<file path="src/sv/pht_pkg.sv">
`timescale 1ns / 1ps
`default_nettype none
package pht_pkg;

	localparam int TIME_W = 32;
	localparam logic [TIME_W-1:0] TIMEOUT_RESET = 32'd1000;

	typedef enum logic [2:0] {
		OP_ANNOUNCE = 3'd0,
		OP_LEAVE    = 3'd1,
		OP_CONNECT  = 3'd2,
		OP_MARK_SYN = 3'd3,
		OP_TOUCH    = 3'd4,
		OP_SCAN     = 3'd5,
		OP_QUERY    = 3'd6,
		OP_NONE     = 3'd7
	} op_t;

	typedef enum logic [1:0] {
		HS_IDLE         = 2'd0,
		HS_SYN_SENT     = 2'd1,
		HS_SYN_RECEIVED = 2'd2,
		HS_CONFIRMED    = 2'd3
	} hs_t;

	// command broadcast to every cell
	typedef struct packed {
		logic exec;
		logic shift;
		op_t  op;
		logic syn;
		logic ack;
	} cell_cmd_t;

	// per-cell status, or-reduced at the top
	typedef struct packed {
		logic hit;
		logic free;
		logic rs;
		logic ra;
		logic jn;
		logic lf;
		logic present;
		logic conn;
		logic pend_tok;
	} cell_stat_t;

endpackage
`default_nettype wire

</file>
<file path="src/sv/peer_handshake_table_core.sv">
`timescale 1ns / 1ps
`default_nettype none
// request flow: a request is registered on acceptance, looked up and applied in ST_EXEC, result
// registered for output; a new request is taken only in ST_IDLE or when the result is taken
// timeout scan: one token pass over the cell chain, held back by output stalls
// the lookup is a parallel compare in every cell; the scan is set by the token chain length
// reset: asynchronous active low, table empty, timeout_q = 1000, no result pending
module peer_handshake_table_core #(
	parameter int PEER_SLOTS = 16,
	parameter int ADDR_BITS  = 48
) (
	input  wire logic                         clk,
	input  wire logic                         arst_n,
	input  wire logic                         cfg_we,
	input  wire logic [pht_pkg::TIME_W-1:0]   cfg_wdata,
	input  wire logic                         in_valid,
	output logic                              in_ready,
	input  wire logic [2:0]                   operation,
	input  wire logic [ADDR_BITS-1:0]         peer_addr,
	input  wire logic [pht_pkg::TIME_W-1:0]   now_time,
	input  wire logic                         flag_syn,
	input  wire logic                         flag_ack,
	output logic                              out_valid,
	input  wire logic                         out_ready,
	output logic                              reply_syn,
	output logic                              reply_ack,
	output logic                              joined,
	output logic                              left,
	output logic [ADDR_BITS-1:0]              event_addr,
	output logic                              present,
	output logic                              connected,
	output logic                              table_full,
	output logic                              last_result
);
	import pht_pkg::*;

	typedef enum logic [2:0] {ST_IDLE, ST_EXEC, ST_SCAN, ST_CLOSE, ST_RESP} state_t;

	state_t               state_q;
	logic [TIME_W-1:0]    timeout_q;
	op_t                  op_q;
	logic [ADDR_BITS-1:0] addr_q;
	logic [TIME_W-1:0]    now_q;
	logic                 syn_q, ack_q;

	cell_cmd_t            cmd;
	cell_stat_t           stat [PEER_SLOTS];
	logic [ADDR_BITS-1:0] laddr [PEER_SLOTS];
	logic [PEER_SLOTS:0]  free_c, tok_c;
	logic [PEER_SLOTS-1:0] hit_vec;

	logic                 hit_any, any_rs, any_ra, any_jn, any_lf, any_pr, any_cn, any_pend;
	logic [ADDR_BITS-1:0] or_addr;
	logic                 can_load, accept;

	assign accept   = in_valid && in_ready;
	assign in_ready = (state_q == ST_IDLE) || (state_q == ST_RESP && out_ready);
	assign can_load = !out_valid || out_ready;

	always_comb begin
		cmd.exec  = (state_q == ST_EXEC);
		cmd.shift = (state_q == ST_EXEC && op_q == OP_SCAN) ||
			(state_q == ST_SCAN && can_load);
		cmd.op    = op_q;
		cmd.syn   = syn_q;
		cmd.ack   = ack_q;
	end

	assign free_c[0] = 1'b0;
	assign tok_c[0]  = (state_q == ST_EXEC);

	for (genvar i = 0; i < PEER_SLOTS; i++) begin : g_cell
		pht_cell #(.ADDR_BITS(ADDR_BITS)) u_cell (
			.clk(clk), .arst_n(arst_n), .cmd(cmd), .addr(addr_q),
			.now_time(now_q), .timeout(timeout_q), .hit_any(hit_any),
			.free_in(free_c[i]), .tok_in(tok_c[i]),
			.free_out(free_c[i+1]), .tok_out(tok_c[i+1]),
			.stat(stat[i]), .leave_addr(laddr[i])
		);
		assign hit_vec[i] = stat[i].hit;
	end

	assign hit_any = |hit_vec;

	always_comb begin
		any_rs = 1'b0; any_ra = 1'b0; any_jn = 1'b0; any_lf = 1'b0;
		any_pr = 1'b0; any_cn = 1'b0; any_pend = 1'b0; or_addr = '0;
		for (int i = 0; i < PEER_SLOTS; i++) begin
			any_rs   = any_rs   | stat[i].rs;
			any_ra   = any_ra   | stat[i].ra;
			any_jn   = any_jn   | stat[i].jn;
			any_lf   = any_lf   | stat[i].lf;
			any_pr   = any_pr   | stat[i].present;
			any_cn   = any_cn   | stat[i].conn;
			any_pend = any_pend | stat[i].pend_tok;
			or_addr  = or_addr  | laddr[i];
		end
	end

	always_ff @(posedge clk or negedge arst_n) begin
		if (!arst_n) begin
			timeout_q <= TIMEOUT_RESET;
		end else if (cfg_we) begin
			timeout_q <= cfg_wdata;
		end
	end

	always_ff @(posedge clk) begin
		if (accept) begin
			op_q   <= op_t'(operation);
			addr_q <= peer_addr;
			now_q  <= now_time;
			syn_q  <= flag_syn;
			ack_q  <= flag_ack;
		end
	end

	always_ff @(posedge clk or negedge arst_n) begin
		if (!arst_n) begin
			state_q     <= ST_IDLE;
			out_valid   <= 1'b0;
			reply_syn   <= 1'b0;
			reply_ack   <= 1'b0;
			joined      <= 1'b0;
			left        <= 1'b0;
			event_addr  <= '0;
			present     <= 1'b0;
			connected   <= 1'b0;
			table_full  <= 1'b0;
			last_result <= 1'b0;
		end else begin
			unique case (state_q)
				ST_IDLE: begin
					if (accept) state_q <= ST_EXEC;
				end
				ST_EXEC: begin
					if (op_q == OP_SCAN) begin
						state_q <= ST_SCAN;
					end else begin
						state_q     <= ST_RESP;
						out_valid   <= 1'b1;
						event_addr  <= addr_q;
						last_result <= 1'b1;
						if (op_q == OP_NONE) begin
							reply_syn <= 1'b0; reply_ack <= 1'b0; joined <= 1'b0;
							left <= 1'b0; present <= 1'b0; connected <= 1'b0;
							table_full <= 1'b0;
						end else begin
							reply_syn  <= any_rs;
							reply_ack  <= any_ra;
							joined     <= any_jn;
							left       <= any_lf;
							present    <= any_pr;
							connected  <= any_cn;
							table_full <= (op_q == OP_ANNOUNCE || op_q == OP_CONNECT) &&
								!hit_any && !free_c[PEER_SLOTS];
						end
					end
				end
				ST_SCAN: begin
					if (can_load) begin
						// token sits on one cell; a pending leave from it goes out
						out_valid   <= any_pend;
						reply_syn   <= 1'b0;
						reply_ack   <= 1'b0;
						joined      <= 1'b0;
						left        <= 1'b1;
						event_addr  <= or_addr;
						present     <= 1'b0;
						connected   <= 1'b0;
						table_full  <= 1'b0;
						last_result <= 1'b0;
						if (tok_c[PEER_SLOTS]) state_q <= ST_CLOSE;
					end
				end
				ST_CLOSE: begin
					if (can_load) begin
						out_valid   <= 1'b1;
						left        <= 1'b0;
						event_addr  <= '0;
						last_result <= 1'b1;
						state_q     <= ST_RESP;
					end
				end
				ST_RESP: begin
					if (out_ready) begin
						out_valid <= 1'b0;
						state_q   <= accept ? ST_EXEC : ST_IDLE;
					end
				end
				default: state_q <= ST_IDLE;
			endcase
		end
	end

`ifndef SYNTHESIS
	a_unique_hit: assert property (@(posedge clk) disable iff (!arst_n)
		$onehot0(hit_vec))
		else $error("address held by more than one slot");
	a_no_out_in_exec: assert property (@(posedge clk) disable iff (!arst_n)
		(state_q == ST_EXEC) |-> !out_valid)
		else $error("result pending while a request executes");
	a_scan_token: assert property (@(posedge clk) disable iff (!arst_n)
		(state_q == ST_SCAN) |-> $onehot0(tok_c))
		else $error("more than one scan token in the chain");
	a_leave_not_last: assert property (@(posedge clk) disable iff (!arst_n)
		(out_valid && last_result && state_q != ST_RESP) |-> 1'b0)
		else $error("final result shown outside response state");
`endif

endmodule
`default_nettype wire

</file>
<file path="src/sv/pht_cell.sv">
`timescale 1ns / 1ps
`default_nettype none
module pht_cell #(
	parameter int ADDR_BITS = 48
) (
	input  wire logic                     clk,
	input  wire logic                     arst_n,
	input  wire pht_pkg::cell_cmd_t       cmd,
	input  wire logic [ADDR_BITS-1:0]     addr,
	input  wire logic [pht_pkg::TIME_W-1:0] now_time,
	input  wire logic [pht_pkg::TIME_W-1:0] timeout,
	input  wire logic                     hit_any,
	input  wire logic                     free_in,
	input  wire logic                     tok_in,
	output logic                          free_out,
	output logic                          tok_out,
	output pht_pkg::cell_stat_t           stat,
	output logic [ADDR_BITS-1:0]          leave_addr
);
	import pht_pkg::*;

	logic                 valid_q, pend_q, tok_q;
	logic [ADDR_BITS-1:0] addr_q;
	hs_t                  hs_q;
	logic                 ann_q;
	logic [TIME_W-1:0]    last_q;

	logic                 hit, free, alloc, tgt, stale;
	hs_t                  cur_hs, n_hs;
	logic                 cur_ann, n_ann, n_valid;
	logic [TIME_W-1:0]    n_last, elapsed;
	logic                 rs, ra, jn, lf;

	assign hit      = valid_q && (addr_q == addr);
	assign free     = !valid_q;
	assign free_out = free_in || free;
	// lowest free slot takes a new peer
	assign alloc    = free && !free_in && !hit_any &&
		(cmd.op == OP_ANNOUNCE || cmd.op == OP_CONNECT);
	assign tgt      = hit || alloc;
	assign elapsed  = now_time - last_q;
	assign stale    = valid_q && (elapsed > timeout);

	always_comb begin
		cur_hs  = alloc ? HS_IDLE : hs_q;
		cur_ann = alloc ? (cmd.op == OP_ANNOUNCE) : ann_q;
		n_valid = valid_q || alloc;
		n_hs    = cur_hs;
		n_ann   = cur_ann;
		n_last  = last_q;
		rs = 1'b0; ra = 1'b0; jn = 1'b0; lf = 1'b0;
		if (tgt) begin
			unique case (cmd.op)
				OP_ANNOUNCE: begin
					n_last = now_time;
					if (hit && !ann_q) begin
						n_ann = 1'b1;
						jn    = (hs_q == HS_CONFIRMED);
					end
				end
				OP_LEAVE: begin
					n_valid = 1'b0;
					lf      = ann_q && (hs_q == HS_CONFIRMED);
				end
				OP_CONNECT: begin
					n_last = now_time;
					unique case (cur_hs)
						HS_IDLE: begin
							if (cmd.syn) begin
								n_hs = HS_SYN_RECEIVED; rs = 1'b1; ra = 1'b1;
							end
						end
						HS_SYN_SENT: begin
							if (cmd.syn && cmd.ack) begin
								n_hs = HS_CONFIRMED; ra = 1'b1; jn = cur_ann;
							end else if (cmd.syn) begin
								n_hs = HS_SYN_RECEIVED; rs = 1'b1; ra = 1'b1;
							end
						end
						HS_SYN_RECEIVED: begin
							if (cmd.ack && !cmd.syn) begin
								n_hs = HS_CONFIRMED; jn = cur_ann;
							end else if (cmd.syn && cmd.ack) begin
								n_hs = HS_CONFIRMED; ra = 1'b1; jn = cur_ann;
							end
						end
						HS_CONFIRMED: begin
							if (cmd.syn && cmd.ack) begin
								ra = 1'b1;
							end else if (cmd.syn) begin
								rs = 1'b1; ra = 1'b1;
							end
						end
						default: n_hs = cur_hs;
					endcase
				end
				OP_MARK_SYN: begin
					if (cur_hs == HS_IDLE) n_hs = HS_SYN_SENT;
				end
				OP_TOUCH: n_last = now_time;
				default: n_last = last_q;
			endcase
		end
	end

	always_comb begin
		stat.hit      = hit;
		stat.free     = free;
		stat.rs       = rs;
		stat.ra       = ra;
		stat.jn       = jn;
		stat.lf       = lf;
		stat.present  = tgt && n_valid;
		stat.conn     = tgt && n_valid && n_ann && (n_hs == HS_CONFIRMED);
		stat.pend_tok = tok_q && pend_q;
	end

	assign tok_out    = tok_q;
	assign leave_addr = (tok_q && pend_q) ? addr_q : '0;

	always_ff @(posedge clk or negedge arst_n) begin
		if (!arst_n) begin
			valid_q <= 1'b0;
			pend_q  <= 1'b0;
			tok_q   <= 1'b0;
		end else begin
			if (cmd.shift) tok_q <= tok_in;
			if (cmd.exec) begin
				if (cmd.op == OP_SCAN) begin
					valid_q <= valid_q && !stale;
					pend_q  <= stale && ann_q && (hs_q == HS_CONFIRMED);
				end else if (cmd.op != OP_NONE && tgt) begin
					valid_q <= n_valid;
				end
			end
		end
	end

	always_ff @(posedge clk) begin
		if (cmd.exec && cmd.op != OP_SCAN && cmd.op != OP_NONE && tgt) begin
			hs_q   <= n_hs;
			ann_q  <= n_ann;
			last_q <= n_last;
			if (alloc) addr_q <= addr;
		end
	end

endmodule
`default_nettype wire
</file>
<file path="config.mk">
export PLATFORM = sky130hd
export DESIGN_NAME = peer_handshake_table_core
export DESIGN_NICKNAME = d
export VERILOG_FILES = /design/src/sv/pht_pkg.sv /design/src/sv/peer_handshake_table_core.sv /design/src/sv/pht_cell.sv
export SDC_FILE = /design/constraint.sdc
export NUM_CORES = 2
export LEC_CHECK = 0
export BUFFER_PORTS_ARGS = -buffer_cell sky130_fd_sc_hd__buf_2
export CAP_MARGIN = 20
export CORE_MARGIN = 5
export CORE_UTILIZATION = 47
export DETAILED_ROUTE_END_ITERATION = 12
export PLACE_DENSITY = 0.72
export RECOVER_POWER = 25
export SLEW_MARGIN = 20
export SYNTH_ARGS = -nofsm -noshare
export SYNTH_HDL_FRONTEND = slang
export SYNTH_SLANG_ARGS = --single-unit
</file>
<file path="constraint.sdc">
create_clock -name clk -period 13.1 [get_ports clk]
set_input_delay 2.62 -clock clk [delete_from_list [all_inputs] [get_ports clk]]
set_output_delay 2.62 -clock clk [all_outputs]
set_load 0.05 [all_outputs]
</file>
==> run metrics <==
Reg area 45,900 µm²; Hold Crit Class reg -> reg; largest cells by area after synthesis edfxtp_1 (40%), ha_1 (13%), xnor2_1 (5.8%); Buffers & Inverters on Critical Path 3; die area about 240,000 µm²; Clock Path Buffers 3; DRT Wirelength 546 mm; CP Class reg -> reg; Worst Hold End g_cell[14].u_cell.pend_q$_DFFE_PN0P_; EDFF count, synth 1,413; fin. max-slew vios 1,629; Routed WL per cell approximately 39 µm; Pwr Total 19.8 mW; Max IR drop VDD 0.159 mV; CTS Buf Count 182; routed via count 94.1k; Hold Slack 0.472 ns; Netlist cell types 112; Mapped Avg Cell Area 10.4 µm²; Core Box Area approximately 220,000 µm²; R2R cell count 21; post-synthesis sequential area ratio 0.432; worst path cell trace clkbuf_1 -> xnor2_2 -> nand3b_1 -> nor4_2 -> buf_4 -> nand4_1 -> nor3_1 -> nor4b_4 -> nand3_2 -> nor3_2 -> nand3_1 -> nand2_1 -> inv_1 -> ha_1 -> nor3_1 -> o21a_1 -> o21ai_0 -> a32o_1 -> and4_1 -> a2111oi_0 -> a32oi_1; Worst-path clk slew 0.07 ns; RSZ-0062 raised after global routing false; Layout Area Growth over Synthesis 11.9%; Slew @ Worst Pin 3.54 ns; Clock Skew ~0.06 ns; CTS tree yes; CP endpoint kind flop; min-delay src g_cell[14].u_cell.pend_q$_DFFE_PN0P_; Setup TNS 0 ns; Gate Count Post-Synth 10.2k; vias in the first global route 88.3k; CP delay by family, top simple AND/OR/NAND/NOR gates; worst r2r dst connected$_DFFE_PN0P_; failing checks capacitance limit, slew limit; FF+latch count, synth 1,553; root buf cell clkbuf_16; die height 486 µm; Final min period 9.91 ns; Critical-path top delay cell clkbuf_1; Port Buffers about 180; Sink Count 1,553; fraction of registers with async set/reset 0.0901; Max-Slew Margin vs Limit -1.36; Worst path depth 21; # rows 174; nets 11.9k; Synth top area share 0.399; YS warnings 0; final setup fails 0; most used cell, CP nor3_1; drt initial violations 13.8k; post_cts resized 0; Mapped Area 106,000 µm²; routability cong. approximately 1.2; post-route ant nets 0; DP Wirelength 400 mm; Filler cells 19.8k; initial antenna violation count 55; outcome finished, violations left; first-pass GRT wire length 730 mm; share of layout cells above drive strength 1 0.0922; Hold-fix buffers, CTS 0; multi-input combinational cell area 56,900 µm²; critical path data required time 13.85 ns; largest net degree at the start of global routing 66; # IOs 180; final worst setup slack 3.19 ns; max frequency roughly 100 MHz; Mapped Nets 11.5k; period utilisation layout 0.757; r2r startpoint addr_q[14]$_DFFE_PP_; Crit Path Max Fanout 35; PD cells 166 nW/µm²; endpoints failing hold 0; startpoint types flop; global route overflow 0; reg2reg setup slack approximately 3.2 ns; drt drc 0; Vias/cell 6.81; Pleak 46.1 nW; area leader, netlist edfxtp_1; Post-CTS Setup Inserts 0; top_reg_cell synth edfxtp_1; Setup WS pre-CTS 4.56 ns; Non-Filler Instances roughly 14k; CTS H-tree lvls 4; Initial DRT Pass Iterations 7; Die Span X 486 µm; crit path DAT 10.66 ns; Largest stage delay, worst path 2.40 ns; GRT Resource Usage Total 0.450; DP Cell Count about 13k; initial core utilization 0.473; max-cap viol count 52; Worst-Skew Late Latency 0.92 ns; hold path depth 2
cells by family after synthesis:
| family | count (synthesis) | synth area share |
|---|---|---|
| compound gates | 2268 | 0.145 |
| xor+xnor | 1117 | 0.0921 |
| fa+ha+maj | 1104 | 0.131 |
| buf+inv | 1027 | 0.0401 |
| flops | 1553 | 0.432 |
| mux | 43 | 0.00452 |
| simple gates | 3112 | 0.155 |
where the power goes:
group / total [mW] / switching [mW] / internal, mW / leakage, nW
clock: 5.43 / 2.35 / 3.08 / 3.04
sequential: 6.01 / 0.155 / 5.85 / 14.4
combinational: 8.32 / 5.61 / 2.71 / 28.7
total: 19.8 / 8.12 / 11.6 / 46.1
cell usage after synthesis (all sizes together), types with 125 or more instances:
library cell  number
a21o             190
a21oi            461
a22oi            287
buf              151
clkbuf           133
dfrtp            134
edfxtp          1413
ha              1088
inv              741
nand2            476
nand2b           239
nand3            302
nand4            401
nor2             634
nor2b            170
nor3             319
nor4             153
o21a             125
o21ai            439
xnor2            703
xor2             414
registers in the layout, indices dropped and copies added, names as in the netlist, 3 cells and up:
name,flops
addr_q,48
event_addr,48
g_cell.u_cell.addr_q,768
g_cell.u_cell.ann_q,16
g_cell.u_cell.hs_q,32
g_cell.u_cell.last_q,512
g_cell.u_cell.pend_q,16
g_cell.u_cell.tok_out,16
g_cell.u_cell.valid_q,16
now_q,32
op_q,3
state_q,3
timeout_q,32
final cells by class:
cell class	count	share of cell area
multi-input combinational	7644	0.479
sequential	1553	0.386
clock buffer	244	0.0426
tap	2992	0.0315
timing repair buffer	501	0.0270
inverter	743	0.0234
clock inverter	95	0.00978
antenna	44	0.000926
per-layer routing:
metal | up-vias | wire, µm | global-route usage
met5 | - | 146 | 0
met4 | 26 | 72400 | 0.460
met3 | 2161 | 60800 | 0.150
met2 | 6875 | 232000 | 0.678
met1 | 45792 | 180000 | 0.485
li1 | 39208 | - | -
worst min-delay path: stages, from the launching register on:
cell and delay [ns]:
dfrtp_1 0.33, nand2_1 0.05, o41ai_1 0.05
worst max-delay path by stage:
| stage | start | slack, ns | endpoint |
|---|---|---|---|
| 2_1_floorplan | addr_q[20]$_DFFE_PP_ | 5.37 | g_cell[1].u_cell.addr_q[0]$_DFFE_PP_ |
| 3_3_place_gp | now_q[0]$_DFFE_PP_ | 4.63 | g_cell[4].u_cell.valid_q$_DFFE_PN0P_ |
| 3_5_place_dp | now_q[0]$_DFFE_PP_ | 4.56 | g_cell[4].u_cell.pend_q$_DFFE_PN0P_ |
| 4_1_cts | now_q[0]$_DFFE_PP_ | 4.54 | g_cell[4].u_cell.pend_q$_DFFE_PN0P_ |
| 5_1_grt | addr_q[37]$_DFFE_PP_ | 3.50 | connected$_DFFE_PN0P_ |
| 6_report | addr_q[14]$_DFFE_PP_ | 3.19 | connected$_DFFE_PN0P_ |
per-stage QoR:
step                 util  instance area, µm²
finish              0.529              119000
global route        0.529              119000
CTS                 0.528              119000
detailed placement  0.500              112000
global placement    0.499              112000
floorplan               -              106000
cell usage in the layout, fill, tap and decap left out, drive strengths merged, types with 66 or more instances in the layout:
cell and count:
xor2 414, a21o 190, nor2 634, ha 1088, o21a 125, inv 744, nor2b 170, a22oi 287
o21ai 439, dfrtp 134, a22o 80, and3 82, nand2b 239, a31oi 86, nand2 476, edfxtp 1413
clkbuf 318, nand4 401, xnor2 703, nor4 153, nor3 319, clkinv 69, and2 66, a21oi 461
nand3 302, buf 427
Power figures use the tool's default switching activity.
